--- src/hw/rtl/mtc_pkg.sv ---
package mtc_pkg;

  localparam int TIME_WIDTH  = 48;
  localparam int COUNT_WIDTH = 32;

  typedef logic signed [TIME_WIDTH-1:0] time_t;
  typedef logic [TIME_WIDTH-2:0]        length_t;
  typedef logic [COUNT_WIDTH-1:0]       count_t;

  localparam count_t COUNT_MAX = '1;

  typedef enum logic [2:0] {
    OP_TICK   = 3'd0,
    OP_START  = 3'd1,
    OP_PAUSE  = 3'd2,
    OP_RESUME = 3'd3,
    OP_SEEK   = 3'd4,
    OP_DUE    = 3'd5
  } opcode_t;

  typedef enum logic [1:0] {
    WAIT_PENDING = 2'd0,
    WAIT_DUE     = 2'd1,
    WAIT_STALE   = 2'd2
  } wait_t;

  typedef enum logic {
    CFG_START_TIME  = 1'b0,
    CFG_PLAY_LENGTH = 1'b1
  } cfg_index_t;

  typedef struct packed {
    logic [2:0] opcode;
    time_t      target_pts;
    count_t     generation_tag;
  } item_t;

  typedef struct packed {
    logic   accepted;
    wait_t  wait_status;
    logic   started;
    logic   playing;
    time_t  media_pts;
    count_t generation;
    count_t revision;
  } result_t;

  typedef struct packed {
    logic  valid;
    item_t item;
  } stage_t;

endpackage

--- src/hw/rtl/mtc_in_reg.sv ---
module mtc_in_reg (
  input  logic          clk,
  input  logic          rst,
  input  logic          in_valid,
  output logic          in_ready,
  input  mtc_pkg::item_t in_item,
  input  logic          take,
  output mtc_pkg::stage_t stage
);
  import mtc_pkg::*;

  logic  full;
  item_t item;

  assign in_ready    = !full || take;
  assign stage.valid = full;
  assign stage.item  = item;

  always_ff @(posedge clk) begin
    if (rst) begin
      full <= 1'b0;
    end else if (in_ready) begin
      full <= in_valid;
    end
    if (in_valid && in_ready) begin
      item <= in_item;
    end
  end

  a_item_held: assert property (@(posedge clk) disable iff (rst)
    (full && !take) |=> $stable(item))
    else $error("held item changed while waiting");

endmodule

--- src/hw/rtl/mtc_core.sv ---
module mtc_core (
  input  logic             clk,
  input  logic             rst,
  input  logic             cfg_valid,
  input  logic             cfg_index,
  input  mtc_pkg::time_t   cfg_data,
  input  mtc_pkg::stage_t  stage,
  output logic             take,
  output logic             out_valid,
  input  logic             out_ready,
  output mtc_pkg::result_t result
);
  import mtc_pkg::*;

  time_t   start_time;
  length_t play_length;

  logic    is_started;
  logic    is_playing;
  time_t   current_time;
  time_t   latched_start;
  time_t   latched_end;
  count_t  seek_count;
  count_t  change_count;

  logic    is_started_next;
  logic    is_playing_next;
  time_t   current_time_next;
  time_t   latched_start_next;
  time_t   latched_end_next;
  count_t  seek_count_next;
  count_t  change_count_next;
  logic    accepted_next;
  wait_t   wait_next;

  logic [TIME_WIDTH:0] start_sum;
  logic    start_over;
  time_t   end_cand;
  opcode_t op;
  time_t   target;

  assign take = stage.valid && (!out_valid || out_ready);

  assign op         = opcode_t'(stage.item.opcode);
  assign target     = stage.item.target_pts;
  assign start_sum  = {start_time[TIME_WIDTH-1], start_time} + {2'b00, play_length};
  assign start_over = !start_sum[TIME_WIDTH] && start_sum[TIME_WIDTH-1];
  assign end_cand   = start_sum[TIME_WIDTH-1:0];

  always_comb begin
    is_started_next    = is_started;
    is_playing_next    = is_playing;
    current_time_next  = current_time;
    latched_start_next = latched_start;
    latched_end_next   = latched_end;
    seek_count_next    = seek_count;
    change_count_next  = change_count;
    accepted_next      = 1'b0;
    wait_next          = WAIT_PENDING;
    case (op)
      OP_TICK: begin
        accepted_next = 1'b1;
        if (is_started && is_playing && (current_time < latched_end)) begin
          current_time_next = current_time + time_t'(1);
        end
      end
      OP_START: begin
        if (start_over) begin
          accepted_next = 1'b0;
        end else if (is_started) begin
          accepted_next = (latched_start == start_time) && (latched_end == end_cand);
        end else begin
          accepted_next      = 1'b1;
          is_started_next    = 1'b1;
          is_playing_next    = 1'b1;
          latched_start_next = start_time;
          latched_end_next   = end_cand;
          current_time_next  = start_time;
          seek_count_next    = '0;
          change_count_next  = '0;
        end
      end
      OP_PAUSE: begin
        if (is_started && is_playing && (change_count != COUNT_MAX)) begin
          accepted_next     = 1'b1;
          is_playing_next   = 1'b0;
          change_count_next = change_count + count_t'(1);
        end
      end
      OP_RESUME: begin
        if (is_started && !is_playing && (change_count != COUNT_MAX)) begin
          accepted_next     = 1'b1;
          is_playing_next   = 1'b1;
          change_count_next = change_count + count_t'(1);
        end
      end
      OP_SEEK: begin
        if (is_started && (target >= latched_start) && (target <= latched_end) &&
            (seek_count != COUNT_MAX) && (change_count != COUNT_MAX)) begin
          accepted_next     = 1'b1;
          current_time_next = target;
          seek_count_next   = seek_count + count_t'(1);
          change_count_next = change_count + count_t'(1);
        end
      end
      OP_DUE: begin
        if (!is_started || (stage.item.generation_tag != seek_count)) begin
          wait_next = WAIT_STALE;
        end else if ((target <= current_time) || (current_time == latched_end)) begin
          wait_next = WAIT_DUE;
        end else begin
          wait_next = WAIT_PENDING;
        end
        accepted_next = (wait_next != WAIT_STALE);
      end
      default: begin
        accepted_next = 1'b0;
      end
    endcase
  end

  always_ff @(posedge clk) begin
    if (rst) begin
      start_time  <= '0;
      play_length <= '0;
    end else if (cfg_valid) begin
      case (cfg_index_t'(cfg_index))
        CFG_START_TIME:  start_time  <= cfg_data;
        CFG_PLAY_LENGTH: play_length <= cfg_data[TIME_WIDTH-2:0];
        default:         start_time  <= start_time;
      endcase
    end
  end

  always_ff @(posedge clk) begin
    if (rst) begin
      is_started    <= 1'b0;
      is_playing    <= 1'b0;
      current_time  <= '0;
      latched_start <= '0;
      latched_end   <= '0;
      seek_count    <= '0;
      change_count  <= '0;
      out_valid     <= 1'b0;
    end else if (take) begin
      is_started    <= is_started_next;
      is_playing    <= is_playing_next;
      current_time  <= current_time_next;
      latched_start <= latched_start_next;
      latched_end   <= latched_end_next;
      seek_count    <= seek_count_next;
      change_count  <= change_count_next;
      out_valid     <= 1'b1;
    end else if (out_ready) begin
      out_valid <= 1'b0;
    end
  end

  always_ff @(posedge clk) begin
    if (take) begin
      result.accepted    <= accepted_next;
      result.wait_status <= wait_next;
      result.started     <= is_started_next;
      result.playing     <= is_playing_next;
      result.media_pts   <= current_time_next;
      result.generation  <= seek_count_next;
      result.revision    <= change_count_next;
    end
  end

  a_idle_clear: assert property (@(posedge clk) disable iff (rst)
    !is_started |-> (!is_playing && seek_count == '0 && change_count == '0))
    else $error("state moved before start");

  a_seek_le_change: assert property (@(posedge clk) disable iff (rst)
    seek_count <= change_count)
    else $error("generation ran ahead of revision");

  a_time_bounds: assert property (@(posedge clk) disable iff (rst)
    is_started |-> (current_time >= latched_start && current_time <= latched_end))
    else $error("current time left the latched bounds");

  a_stale_rejected: assert property (@(posedge clk) disable iff (rst)
    (out_valid && result.wait_status == WAIT_STALE) |-> !result.accepted)
    else $error("stale due check reported as accepted");

  a_result_snapshot: assert property (@(posedge clk) disable iff (rst)
    take |=> (result.started == is_started && result.media_pts == current_time &&
              result.generation == seek_count && result.revision == change_count))
    else $error("result snapshot differs from state");

endmodule

--- src/hw/rtl/media_timeline_clock_core.sv ---
// Channel  Handshake              Payload
// cfg      cfg_valid / cfg_ready  cfg_index (0 start_time, 1 play_length), cfg_data
// in       in_valid / in_ready    opcode, target_pts, generation_tag
// out      out_valid / out_ready  accepted, wait_status, started, playing,
//                                 media_pts, generation, revision
//
// One item per cycle while the result is not stalled; from input transfer to
// result the item passes the input register, then the state update and result
// register.
// The state update is one compare, add and clamp between those two registers.
// Synchronous reset clears state, configuration and both valid flags.
// A stalled result holds the input register; in_ready stays high while either
// the input register is empty or its item moves on in the same cycle.
module media_timeline_clock_core (
  input  logic                                 clk,
  input  logic                                 rst,
  input  logic                                 cfg_valid,
  output logic                                 cfg_ready,
  input  logic                                 cfg_index,
  input  logic [mtc_pkg::TIME_WIDTH-1:0]       cfg_data,
  input  logic                                 in_valid,
  output logic                                 in_ready,
  input  logic [2:0]                           opcode,
  input  logic signed [mtc_pkg::TIME_WIDTH-1:0] target_pts,
  input  logic [mtc_pkg::COUNT_WIDTH-1:0]      generation_tag,
  output logic                                 out_valid,
  input  logic                                 out_ready,
  output logic                                 accepted,
  output logic [1:0]                           wait_status,
  output logic                                 started,
  output logic                                 playing,
  output logic signed [mtc_pkg::TIME_WIDTH-1:0] media_pts,
  output logic [mtc_pkg::COUNT_WIDTH-1:0]      generation,
  output logic [mtc_pkg::COUNT_WIDTH-1:0]      revision
);
  import mtc_pkg::*;

  item_t   in_item;
  stage_t  stage;
  logic    take;
  result_t result;

  assign cfg_ready = 1'b1;

  assign in_item.opcode         = opcode;
  assign in_item.target_pts     = target_pts;
  assign in_item.generation_tag = generation_tag;

  mtc_in_reg u_in_reg (
    .clk      (clk),
    .rst      (rst),
    .in_valid (in_valid),
    .in_ready (in_ready),
    .in_item  (in_item),
    .take     (take),
    .stage    (stage)
  );

  mtc_core u_core (
    .clk       (clk),
    .rst       (rst),
    .cfg_valid (cfg_valid),
    .cfg_index (cfg_index),
    .cfg_data  (cfg_data),
    .stage     (stage),
    .take      (take),
    .out_valid (out_valid),
    .out_ready (out_ready),
    .result    (result)
  );

  assign accepted    = result.accepted;
  assign wait_status = result.wait_status;
  assign started     = result.started;
  assign playing     = result.playing;
  assign media_pts   = result.media_pts;
  assign generation  = result.generation;
  assign revision    = result.revision;

endmodule
--- config.mk ---
export PLATFORM = sky130hd
export DESIGN_NAME = media_timeline_clock_core
export DESIGN_NICKNAME = d
export VERILOG_FILES = /design/src/hw/rtl/mtc_pkg.sv /design/src/hw/rtl/mtc_in_reg.sv /design/src/hw/rtl/mtc_core.sv /design/src/hw/rtl/media_timeline_clock_core.sv
export SDC_FILE = /design/constraint.sdc
export NUM_CORES = 1
export LEC_CHECK = 0
export BUFFER_PORTS_ARGS = -buffer_cell sky130_fd_sc_hd__buf_2
export CAP_MARGIN = 20
export CELL_PAD_IN_SITES_DETAIL_PLACEMENT = 0
export CELL_PAD_IN_SITES_GLOBAL_PLACEMENT = 1
export CORE_ASPECT_RATIO = 0.5
export CORE_MARGIN = 8
export CORE_UTILIZATION = 47
export CTS_CLUSTER_SIZE = 16
export DETAILED_ROUTE_END_ITERATION = 8
export GPL_TIMING_DRIVEN = 0
export PLACE_DENSITY_LB_ADDON = 0.08
export SLEW_MARGIN = 20
export SYNTH_ARGS = -nofsm -noshare
export SYNTH_HDL_FRONTEND = slang
export SYNTH_SLANG_ARGS = --single-unit
--- constraint.sdc ---
create_clock -name clk -period 9.5 [get_ports clk]
set_input_delay 2.85 -clock clk [delete_from_list [all_inputs] [get_ports clk]]
set_output_delay 2.85 -clock clk [all_outputs]
set_load 0.02 [all_outputs]
-- Word-level counts from Yosys, hierarchy flattened
Index checks and enable logic that the tools add are counted.
- $add $sub $neg: 4
- $mul: 0
- div/mod/pow operators: 0
- $lt $le $gt $ge: 4
- eq/ne operators: 12
- shift-type cells: 0
- muxes and demuxes: 33
- bitwise gates (word level): 3
- reduce and logical (&&, ||, !) cells: 27
- operator list (operator ; count):
    two-way mux 32 bit ; 8
    two-way mux 48 bit ; 4
    == test 48 bit ; 3
    one-hot mux 48 bit (3 select lines) ; 1
    one-hot mux 32 bit (4 select lines) ; 1
    <= comparator 48 bit ; 2
    adder 32 x 1 -> 32 bit, second input constant ; 2
    != test 32 bit, second input constant ; 2
    one-hot mux 32 bit (2 select lines) ; 1
    adder 48 x 48 -> 49 bit ; 1
    adder 48 x 2 -> 48 bit, second input constant ; 1
    greater-or-equal comparator 48 bit ; 1
    less-than comparator 48 bit ; 1
    != test 32 bit ; 1
    two-way mux 1 bit ; 14
    logical AND 1 bit ; 13
    == test 3 x 2 -> 1 bit, second input constant ; 2
    == test 3 bit, second input constant ; 2
    one-hot mux 1 bit (6 select lines) ; 1
    zero test 1 bit ; 5
    logical OR 1 bit ; 4
    two-way mux 2 bit ; 2
    AND reduction 2 bit ; 2
    AND reduction 4 bit ; 1
    6 further kinds ; 8
- bits in registers: 507
- latch bits: 0
- bits in writable memories: 0
- bits in read-only memories: 0
- input port bits: 137
- logic and storage cells: 104
- memories: 0

-- Depth between registers and ports, before layout
- depth in word-level cells: 7
- depth in mapped cells: 18
- mapped depth without buffers: 14

-- Hierarchy
From an unflattened synthesis, not the netlist that was laid out.
- cell total of the unflattened synthesis: 3671
- area total of the unflattened synthesis: 31450.2 sq um
- modules (own cells, without submodules) (module ; times used ; cells an instance ; area an instance (sq um) ; seq. area each (sq um)):
    mtc_core ; 1 ; 3580 ; 28884.0 ; 9639.2
    mtc_in_reg ; 1 ; 89 ; 2555.0 ; 2512.4
    media_timeline_clock_core ; 1 ; 2 ; 11.3 ; 0.0

-- Worst setup path after synthesis
OpenSTA, ideal clock, no wires.
- kind: input to register
- from: in out_ready
- to: reg, netlist name u_core.result[0]
- library setup time: 0.527 ns
- arrival: 7.105 ns
- slack: 1.868 ns
- cell stages on the path: 6
- buffers on the path: 3
- path through: nor2b_1 nand2b_1 inv_1 clkbuf_1 buf_1 clkbuf_1
- longest elaborated chain between the ends: 2
- ends and longest elaborated chain (what ; RTL line ; source):
    start, declared ; media_timeline_clock_core.sv:27 ; input logic out_ready,
    logical OR 1 bit ; mtc_core.sv:42 ; assign take = stage.valid && (!out_valid || out_ready);
    logical AND 1 bit ; mtc_core.sv:42 ;
    net take ; media_timeline_clock_core.sv:40 ; logic take;
The timed path passes the listed nets, and every way through them passes these cells.
A chain may end at the register's enable or synchronous reset.

-- Worst setup path after layout
- from: in out_ready
- to: out in_ready
- longest elaborated chain between the ends: 3
- ends and longest elaborated chain (what ; RTL line ; source):
    logical OR 1 bit ; mtc_core.sv:42 ;
    logical AND 1 bit ; mtc_core.sv:42 ;
    logical OR 1 bit ; mtc_in_reg.sv:15 ; assign in_ready = !full || take;
    end, declared ; media_timeline_clock_core.sv:22 ; output logic in_ready,
No other way between the ends.

==> impl_metrics.toml <==
[status]
status = "finished, final reports clean"

[global_routing]
busiest_layer = "met1"
grt_use_met2 = 0.469
grt.met1_usage = 0.475
largest_net_degree_at_the_start_of_global_routing = 52
met3_usage = 0.0876
antenna_violations_before_repair = 3
grtUsageTotal = 0.327
grt_pass1_vias = 29000
grt_pass1_wl_microns = 192000
global_route.overflow_total = 0

[placement]
dpl.hpwl_microns = 104000
portBuffers = 255
gp_routability_congestion = 0.993
place_inst = 4928
place_area_sq_mm = 0.0344

[yosys]
yosys_most_used_dff = "dfxtp_1"
syn-instance-count = 3773
synth.top_cells.by_area = "dfxtp_1 19%, edfxtp_1 19%, ha_1 9.5%"
netlist-cell-type-count = 106
syn-cell-area_sq_mm = 0.0319
postSynth.asyncResetShare = 0
synth_enable_flop_cells = 200
synth_top_cell_by_area = "dfxtp_1"
yosys_register_bits = 507
synthesis.yosys.warnings = 0
post-synth-top-area-fraction = 0.193
postSynthAreaPerCell_sq_um = 8.46
synth.yosys.seq_area_share = 0.381
syn-num-nets = 4153

[route]
wl_microns = 132000
num_vias = 31300
remaining_number_of_nets_flagged_by_the_antenna_check_after_routing = 0
first_pass_iters = 9
wl_per_cell_microns = 26.3
detailedRoute.firstIterationViolations = 3559
avgViaCountPerCell = 6.22
drc = 0

[sta]
post-route-min-period_ns = 6.27
worst-slew-pin-transition_ns = 1.19
report.final.slew_viol_count = 0
fin_skew_ns = 0.0302
fmax_mhz = 160
rsz_0062_raised_after_global_routing = "false"
hold_violations = 0
post-route-period-util = 0.660
setup_viol = 0
timing.hold.ws_ns = 0.457
relSlewSlack = 0.204

[pwr]
switching_share = 0.289
worst_ir_drop_vdd_mv = 0.148
switchingPower_uw = 1550
power_per_cell_area_mw_per_mm2 = 149
logic_gate_share_of_total_power = 0.137
register_share_of_total_power = 0.454
p_int_uw = 3830
pwr-share-clk = 0.410
leakage_uw = 0.0138

[worst_setup_path]
path_class = "primary input to primary output"
max_stage_delay_ns = 0.21
timing.critical_path.cells = "buf_2 -> nor2b_1 -> nand2_1 -> buf_2"
worst_r2r_path_depth = 14
critical-path-top-cell-by-count = "buf_2"
end_kind = "primary output"
cp-start-kind = "primary input"
cp.required_ns = 6.65
critical_path.slowest_cell = "nor2b_1"
critical_path_peak_fanout = 4
critical_path_arrival_ns = 3.42

[layout]
layout.cells.non_filler = 5022
regArea_sq_mm = 0.0122
antennaDiodeCount = 0
area.growth.synth_to_final_pct = 13.4
share_of_final_layout_standard_cells_stronger_than_drive_strength_1 = 0.110
multi_input_comb_area_sq_mm = 0.0182
filler_cells_inserted = 6476
final_design_area_no_fill_sq_mm = 0.0362
design.final.nets = 4463

[die]
chipWidth_microns = 384
initial_utilization = 0.476
floorplan.die_area_sq_mm = 0.0770
top_level_port_count = 257
std_cell_rows = 67
core-area_sq_mm = 0.0671
die_height_microns = 200

[clocking]
buffer_levels_on_the_longest_clock_path = 3
cts-hold-fix-buffers = 0
clock-root-buffer = "clkbuf_16"
cts_made_buffers = 50
path_clk_slew_ns = 0.07
cts.sink_count = 507
ctsResizeCount = 0
cts_tree = "built"
post-cts-setup-buffer-count = 0
worstSkewPairLatency_ns = 0.64
htree_levels = 2

[job]
maxCapViolCount = 0

[min_path]
worstHoldPathType = "flip-flop to flip-flop"
hold_depth = 2
## state kept, by name, indices dropped and copies added (netlist names)
signal,count
u_core.change_count,32
u_core.seek_count,32
u_in_reg.full,1
u_core.is_playing,1
u_core.play_length,47
u_core.out_valid,1
u_core.start_time,48
u_in_reg.stage,83
u_core.current_time,48
u_core.is_started,1
u_core.latched_end,48
u_core.latched_start,48
u_core.result,117
## logic make-up (layout without fill, tap and decap cells)
group,count (synthesis),after routing,share of synthesized area
and+or+nand+nor,1309,1309,0.193
AOI/OAI and AO/OA,1120,1120,0.222
buffers and inverters,400,752,0.0502
DFF,507,507,0.381
adders and majority gates,243,243,0.0955
muxes,12,12,0.00392
xor gates and xnor gates,181,181,0.0544
other,1,1,0.000118
## critical path: cells and delay by family
| family | cells | cell delay (ns) |
|---|---|---|
| buffers and inverters | 2 | 0.26 |
| AND/OR/NAND/NOR | 2 | 0.31 |
## synth_stat cells, types with 46 or more instances
library cell	n
nand2_1	573
a21oi_1	414
dfxtp_1	307
ha_1	242
nor2_1	233
o21ai_0	218
edfxtp_1	200
inv_1	181
clkbuf_1	155
nand4_1	100
xnor2_1	97
a21o_1	87
nand3_1	85
xor2_1	73
nor3_1	70
o31ai_1	65
and3_1	50
nor4_1	48
a31oi_1	46
## metrics by stage
stage                     setup slack (ns)  setup TNS, ns  total power [uW]   util
after floorplan                       1.87              0              2890      -
after global placement              -0.956        -111.87              3190  0.512
after detailed placement              3.09              0              3200  0.513
after CTS                             3.22              0              5380  0.539
after global routing                  3.15              0              5540  0.539
final                                 3.23              0              5380  0.539
## routing by layer
layer,vias up,part of all wire,wire length (microns)
li1,14400,-,-
met1,15000,0.45,59100
met2,1617,0.41,54000
met3,228,0.11,14800
met4,0,0.032,4190
met5,-,0,0
## power groups by stage
stage / registers, uW / clock network (uW) / logic [uW]
finish: 2440 / 2200 / 735
global route: 2440 / 2300 / 791
CTS: 2430 / 2220 / 722
detailed placement: 2480 / 0 / 718
global placement: 2490 / 0 / 703
floorplan: 2470 / 0 / 425
## final timing paths
path,start,endpoint,slack [ns]
worst max-delay path,out_ready,in_ready,3.23
worst min register to register,u_core.latched_end[27],u_core.latched_end[27],0.46
worst min-delay path,u_core.latched_end[27],u_core.latched_end[27],0.46
worst max register to register,u_core.start_time[0],u_core.result[116],3.52
## placed cells by master (no fill, tap or decap), types with 16 or more instances in the layout
cell,Yosys,layout
and2_1,22,21
o21a_1,25,25
and4_1,16,16
xnor2_1,97,97
o211ai_1,18,18
edfxtp_1,200,200
o31ai_1,65,65
ha_1,242,242
xor2_1,73,73
nor2_1,233,233
clkbuf_1,155,155
inv_1,181,182
clkbuf_16,0,54
a211oi_1,38,38
a21oi_1,414,414
buf_2,41,296
and3_1,50,50
a21o_1,87,87
nor3_1,70,69
a221oi_1,18,18
nand4_1,100,100
nor2b_1,19,19
o21ai_0,218,218
nor4_1,48,48
a311oi_1,16,16
a31oi_1,46,46
nand3_1,85,85
or3_1,22,22
or4_1,16,16
nand2_1,573,573
dfxtp_1,307,307
## layout make-up
class | count | area share
plain buffers | 219 | 0.0258
clock inverters | 30 | 0.00937
clock buffers | 64 | 0.0395
multi-input cells | 2866 | 0.502
repair buffers | 258 | 0.0374
inverters | 181 | 0.0188
well taps | 897 | 0.0310
flip-flops and latches | 507 | 0.336
Note: power is estimated with default switching activity, not from simulation.
